$ cat src/rtl/smx_pkg.sv
// ----------------------------------------------------------------------------
// smx_pkg
// Shared types, opcodes, status codes and widths of the stack-machine executor.
// ----------------------------------------------------------------------------
`default_nettype none

package smx_pkg;

    localparam int STACK_DEPTH_DEF = 256;
    localparam int REG_COUNT_DEF   = 6;
    localparam int WORD_BITS_DEF   = 32;

    localparam int FUNC_W   = 3;
    localparam int VALUE_W  = 32;
    localparam int IDX_W    = 3;
    localparam int STATUS_W = 3;
    localparam int DEPTH_W  = 9;

    typedef enum logic [FUNC_W-1:0] {
        OP_PUSH = 3'd0,
        OP_POP  = 3'd1,
        OP_SET  = 3'd2,
        OP_ADD  = 3'd3,
        OP_DIV  = 3'd4,
        OP_AND  = 3'd5,
        OP_HLT  = 3'd6,
        OP_NOP  = 3'd7
    } func_t;

    typedef enum logic [STATUS_W-1:0] {
        STAT_OK    = 3'd0,
        STAT_UNDER = 3'd1,
        STAT_OVER  = 3'd2,
        STAT_DIVZ  = 3'd3,
        STAT_HALT  = 3'd4
    } status_t;

    typedef struct packed {
        logic [FUNC_W-1:0]         func;
        logic signed [VALUE_W-1:0] operand_value;
        logic [IDX_W-1:0]          reg_index;
    } instr_t;

    typedef struct packed {
        logic [STATUS_W-1:0]       status;
        logic                      pop_valid;
        logic signed [VALUE_W-1:0] out_value;
        logic [DEPTH_W-1:0]        depth_now;
    } result_t;

endpackage

`default_nettype wire

$ cat src/rtl/smx_div.sv
// ----------------------------------------------------------------------------
// smx_div
// Signed divider, truncating toward zero. Restoring radix-2, one quotient bit
// per cycle; the result holds with done high until the next start.
// ----------------------------------------------------------------------------
`default_nettype none

module smx_div #(
    parameter int WORD_BITS = smx_pkg::WORD_BITS_DEF
) (
    input  wire logic                 clk,
    input  wire logic                 rst_n,
    input  wire logic                 start,
    input  wire logic [WORD_BITS-1:0] dividend,
    input  wire logic [WORD_BITS-1:0] divisor,
    output logic                      done,
    output logic [WORD_BITS-1:0]      quotient
);
    localparam int CNT_W = $clog2(WORD_BITS);

    logic                 busy_reg;
    logic                 done_reg;
    logic [CNT_W-1:0]     cnt_reg;
    logic [WORD_BITS-1:0] rem_reg;
    logic [WORD_BITS-1:0] quo_reg;
    logic [WORD_BITS-1:0] dvs_reg;
    logic                 neg_reg;

    logic                 dvd_neg;
    logic                 dvs_neg;
    logic [WORD_BITS-1:0] dvd_mag;
    logic [WORD_BITS-1:0] dvs_mag;
    logic [WORD_BITS:0]   shifted;
    logic [WORD_BITS:0]   diff;

    assign dvd_neg = dividend[WORD_BITS-1];
    assign dvs_neg = divisor[WORD_BITS-1];
    assign dvd_mag = dvd_neg ? (~dividend + 1'b1) : dividend;
    assign dvs_mag = dvs_neg ? (~divisor + 1'b1) : divisor;

    assign shifted = {rem_reg, quo_reg[WORD_BITS-1]};
    assign diff    = shifted - {1'b0, dvs_reg};

    always_ff @(posedge clk or negedge rst_n)
    begin
        if (!rst_n)
        begin
            busy_reg <= 1'b0;
            done_reg <= 1'b0;
        end
        else if (start)
        begin
            busy_reg <= 1'b1;
            done_reg <= 1'b0;
        end
        else if (busy_reg && cnt_reg == '0)
        begin
            busy_reg <= 1'b0;
            done_reg <= 1'b1;
        end
    end

    always_ff @(posedge clk)
    begin
        if (start)
        begin
            quo_reg <= dvd_mag;
            rem_reg <= '0;
            dvs_reg <= dvs_mag;
            neg_reg <= dvd_neg ^ dvs_neg;
            cnt_reg <= CNT_W'(WORD_BITS - 1);
        end
        else if (busy_reg)
        begin
            // trial subtract; keep the partial remainder when it goes negative
            rem_reg <= diff[WORD_BITS] ? shifted[WORD_BITS-1:0] : diff[WORD_BITS-1:0];
            quo_reg <= {quo_reg[WORD_BITS-2:0], ~diff[WORD_BITS]};
            cnt_reg <= cnt_reg - 1'b1;
        end
    end

    assign done     = done_reg;
    assign quotient = neg_reg ? (~quo_reg + 1'b1) : quo_reg;

    a_start_idle: assert property (@(posedge clk) disable iff (!rst_n)
        start |-> !busy_reg)
        else $error("divider started while busy");

    a_done_after_busy: assert property (@(posedge clk) disable iff (!rst_n)
        $rose(done_reg) |-> $past(busy_reg))
        else $error("divider done without a run");

    a_exclusive: assert property (@(posedge clk) disable iff (!rst_n)
        !(busy_reg && done_reg))
        else $error("divider busy and done together");

endmodule

`default_nettype wire

$ cat config.mk
export PLATFORM = sky130hd
export DESIGN_NAME = smx_div
export DESIGN_NICKNAME = d
export VERILOG_FILES = /design/src/rtl/smx_pkg.sv /design/src/rtl/smx_div.sv
export SDC_FILE = /design/constraint.sdc
export NUM_CORES = 1
export LEC_CHECK = 0
export BUFFER_PORTS_ARGS = -buffer_cell sky130_fd_sc_hd__buf_2
export CELL_PAD_IN_SITES_DETAIL_PLACEMENT = 0
export CELL_PAD_IN_SITES_GLOBAL_PLACEMENT = 2
export CORE_UTILIZATION = 37
export DETAILED_ROUTE_END_ITERATION = 8
export PLACE_DENSITY_LB_ADDON = 0.1
export SYNTH_ARGS = -nofsm -noshare
export SYNTH_HDL_FRONTEND = slang
export SYNTH_SLANG_ARGS = --single-unit
$ cat constraint.sdc
create_clock -name clk -period 5.9 [get_ports clk]
set_clock_uncertainty 0.05 [all_clocks]
set_input_delay 0.295 -clock clk [delete_from_list [all_inputs] [get_ports clk]]
set_output_delay 0.295 -clock clk [all_outputs]
set_load 0.05 [all_outputs]
Yosys cells after proc, flatten, opt, wreduce, memory -nomap -nowiden
Cells that the tools add are included.
- register bits: 104
- input port bits: 67
- output and inout port bits: 33
- logic and storage cells: 32
- $add $sub $neg: 5
- mux-type cells: 10
- bitwise logic cells: 5
- reductions and logical operators: 4
- operators with widths (operator ; count):
    two-way mux 32 bit ; 5
    adder 32 x 1 -> 32 bit (second input constant) ; 3
    inverter 32 bit ; 3
    subtractor 33 x 32 -> 33 bit ; 1
    two-way mux 31 bit ; 1
    logical NOT 5 bit ; 1
    subtractor 5 x 1 -> 5 bit (second input constant) ; 1
    two-way mux 1 bit ; 4
    nonzero test 2 bit ; 2
    logical AND 1 bit ; 1
    inverter 1 bit ; 1
    XOR 1 bit ; 1

Longest topological paths before layout
- word-level depth: 4
- gate-level depth with buffers: 13
- depth with buffers taken out: 12

Worst setup path before layout
No wires, ideal clock.
- path kind: flip-flop to output port
- start: register quo_reg[16]
- end: output quotient[29]
- arrival time: 3122 ps
- data required time: 5555 ps
- path slack: 2433 ps
- stages on the path, launching flop included: 8
- buffers on the path: 0
- cell sequence: edfxtp_1 -> or3_4 -> or4_4 -> or3_4 -> or3_4 -> or4_4 -> o41ai_2 -> xnor2_1
- longest elaborated chain between the ends: 3
- RTL lines (item ; line ; source):
    start: declaration ; smx_div.sv:25 ; logic [WORD_BITS-1:0] quo_reg;
    start signal: assignment ; smx_div.sv:67 ; quo_reg <= dvd_mag;
    start signal: assignment ; smx_div.sv:77 ; quo_reg <= {quo_reg[WORD_BITS-2:0], ~diff[WORD_BITS]};
    inverter 32 bit ; smx_div.sv:83 ; assign quotient = neg_reg ? (~quo_reg + 1'b1) : quo_reg;
    adder 32 x 1 -> 32 bit ; smx_div.sv:83 ;
    two-way mux 32 bit ; smx_div.sv:83 ;
    end: declaration ; smx_div.sv:17 ; output logic [WORD_BITS-1:0] quotient
Every way passes these cells.

Worst setup path after layout
- start: register quo_reg[31]
- end: register rem_reg[18]
- longest elaborated chain between the ends: 2
- RTL lines (item ; line ; source):
    subtractor 33 x 32 -> 33 bit ; smx_div.sv:42 ; assign diff = shifted - {1'b0, dvs_reg};
    two-way mux 32 bit ; smx_div.sv:76 ; rem_reg <= diff[WORD_BITS] ? shifted[WORD_BITS-1:0] : diff[WORD_BITS-1:0];
    end signal: assignment ; smx_div.sv:76 ;
    end: declaration ; smx_div.sv:24 ; logic [WORD_BITS-1:0] rem_reg;
Every way passes these cells.
A chain may end at the register's enable or synchronous reset.

==> results_dict.tcl <==
set metrics [dict create \
    synth.area.top_cells "edfxtp_1 25%, dfxtp_1 9.6%, xnor2_1 8.9%" \
    die_area_sq_um 21330 \
    crit_required_ps 6090 \
    maxCapViolations 0 \
    hpwl_um 13550 \
    combinationalPowerShare_pct 26.8 \
    async_reset_ff_share_pct 1.923 \
    wl_um 18150 \
    place_area_sq_um 8403 \
    p_int_mw 1.357 \
    cts-htree-levels 3 \
    cellPowerDensity_nw_per_um2 237.6 \
    fp.dieH_um 146.1 \
    grt_pass1_wl_um 30020 \
    met3_usage_pct 2.281 \
    rows 52 \
    clkSinkCount 104 \
    relSlewSlack_pct 36.68 \
    clk_pin_slew_ps 80 \
    clock_latency_ps 350 \
    diodes 0 \
    peakVddDrop_uv 143.9 \
    syn_inst 859 \
    power_switching_mw 0.7141 \
    synth-main-ff-cell "edfxtp_1" \
    start_kind "flop" \
    post-synth-top-count-cell "nor2_1" \
    pin_count 100 \
    slew_violations 0 \
    grt_use_met1_pct 23.10 \
    crit_path_end_kind "flop" \
    fmax_mhz 252.3 \
    num-nets-final 1040 \
    use_met2_pct 28.37 \
    status "finished clean" \
    cts_made_buffers 9 \
    cts_tree "built" \
    final_util_pct 42.94 \
    reg2regPathDepth 13 \
    wire_per_inst_um 15.00 \
    vias_per_cell 5.307 \
    tns_ps 0 \
    dr.pass1.iters 6 \
    period_needed_ps 3964 \
    cts_max_path_buffers 2 \
    p_seq_share_pct 43.0 \
    areaGrowthSynthToFinish_pct 13.51 \
    initial_utilization_pct 37.83 \
    path_max_fanout 29 \
    synth_area_per_cell_sq_um 8.939 \
    synth-seq-cells 104 \
    core_region_area_sq_um 20300 \
    grt_max_degree 73 \
    arrival_ps 4150 \
    leakagePower_nw 3.552 \
    finalCritPeriodShare_pct 67.19 \
    grt_pass1_vias 6044 \
    antenna_found_initial 1 \
    finalSetupViolCount 0 \
    synth_warnings 0 \
    cts-root-buf "clkbuf_16" \
    pwr-share-clk_pct 30.2 \
    portBuffers 99 \
    fin_area_sq_um 8716 \
    gp_congestion 0.8408 \
    dp_cells 1193 \
    drc 0 \
    finalHoldViolCount 0 \
    synth_edf_count 65 \
    grtUsageTotal_pct 17.15 \
    die_w_um 146.1 \
    post_synth_num_cell_types 59 \
    syn-num-nets 964 \
    synth_top_area_share_pct 25.42 \
    total_power_mw 2.071 \
    drive_above_1_share_pct 14.89 \
    swShare_pct 34.48 \
    netlist_top_cells_count "83 x nor2_1, 78 x xnor2_1, 68 x a21oi_1, 65 x edfxtp_1, 63 x nand2_1" \
    synth_largest_area_cell "edfxtp_1" \
    drtIter0Drc 239 \
    critPathKind "reg2reg" \
    final_cells 1210 \
    grt-ovfl-total 0 \
    hold_depth 1 \
    worst_hold_path_type "in2reg" \
    ant_nets 0 \
    via_count 6421 \
    synth_area_sq_um 7679 \
    ys_seq_area_share_pct 35.72 \
    worst_pin_slew_ps 949.8 \
    grt-busiest-layer "met2" \
    rsz0062_at_grt "false" \
]
==> power groups by stage <==
stage,Sequential [mW],Clock (mW),Combinational (mW)
6_report,0.890,0.626,0.555
5_1_grt,0.899,0.676,0.601
4_1_cts,0.890,0.652,0.559
3_5_place_dp,0.907,0,0.557
3_3_place_gp,0.904,0,0.552
2_1_floorplan,0.887,0,0.430
==> through the flow <==
| stage | hold WS [ps] | setup slack [ps] |
|---|---|---|
| 2_1_floorplan | -50.59 | 2433 |
| 3_3_place_gp | 29.97 | 2059 |
| 3_5_place_dp | 31.82 | 1947 |
| 4_1_cts | 92.86 | 1895 |
| 5_1_grt | 93.60 | 1592 |
| 6_report | 107.3 | 1936 |
==> cells in the final DEF (no fill, tap or decap), drive strengths merged, types with 10 or more instances in the layout <==
cell	count
or4	18
o21ai	43
inv	56
ha	37
nor2	83
o41ai	14
or3	16
edfxtp	65
clkbuf	10
mux2i	27
dfxtp	37
xnor2	78
nand2	63
a21o	11
a211oi	27
nor3	10
a21oi	68
buf	104
nand3	17
xor2	42
o31ai	29
==> worst paths after layout <==
path	to	slack (ps)	start
setup / recovery	rem_reg[18]$_SDFFE_PP0P_	1940	quo_reg[31]$_DFFE_PP_
max in group asynchronous	busy_reg$_DFFE_PN0P_	5480	rst_n
hold reg to reg	done$_DFFE_PN0P_	440	done$_DFFE_PN0P_
setup reg to reg	rem_reg[18]$_SDFFE_PP0P_	1940	quo_reg[31]$_DFFE_PP_
min in group asynchronous	busy_reg$_DFFE_PN0P_	220	rst_n
hold / removal	dvs_reg[0]$_DFFE_PP_	110	divisor[0]
==> final cells by class <==
| type | count | area (sq um) |
|---|---|---|
| well taps | 270 | 337.8 |
| multi-input cells | 663 | 4591 |
| flip-flops and latches | 104 | 2744 |
| clock buffers | 10 | 229.0 |
| clock inverters | 6 | 73.82 |
| fillers | 2066 | 11580 |
| repair buffers | 105 | 545.5 |
| inverters | 52 | 195.2 |
==> critical path, cell delays in order, from the launching register on <==
cell and delay [ps]:
edfxtp_1 440, inv_1 80, ha_1 190, fa_1 200, nand2b_1 130, a21oi_1 90
a211oi_1 540, a211oi_1 160, or4b_1 480, o211ai_1 150, xnor2_2 300, buf_4 530
nor2_1 100, a2111oi_0 380
==> cells by family after synthesis <==
logic type | after synthesis | synth area share, %
multiplexers | 29 | 3.813
AO/OA/AOI/OAI | 228 | 19.64
adder cells (fa/ha/maj) | 38 | 6.290
XOR/XNOR | 120 | 13.69
flip-flops | 104 | 35.72
buffers and inverters | 92 | 4.595
AND/OR/NAND/NOR | 248 | 16.26
==> repair_timing <==
item                                    CTS  global route
gates resized for setup                   0             0
endpoints found under the setup margin    0             0
hold buffers                              1             0
buffers inserted                          0             0
hold endpoints to repair                  2             0
==> layer usage <==
metal / part of all wire [%] / routed length [um]
met5: 0 / 0
met4: 1.8 / 325
met3: 4.3 / 789
met1: 49 / 8847
met2: 45 / 8189
No activity file was read; power rests on OpenSTA's default activity.
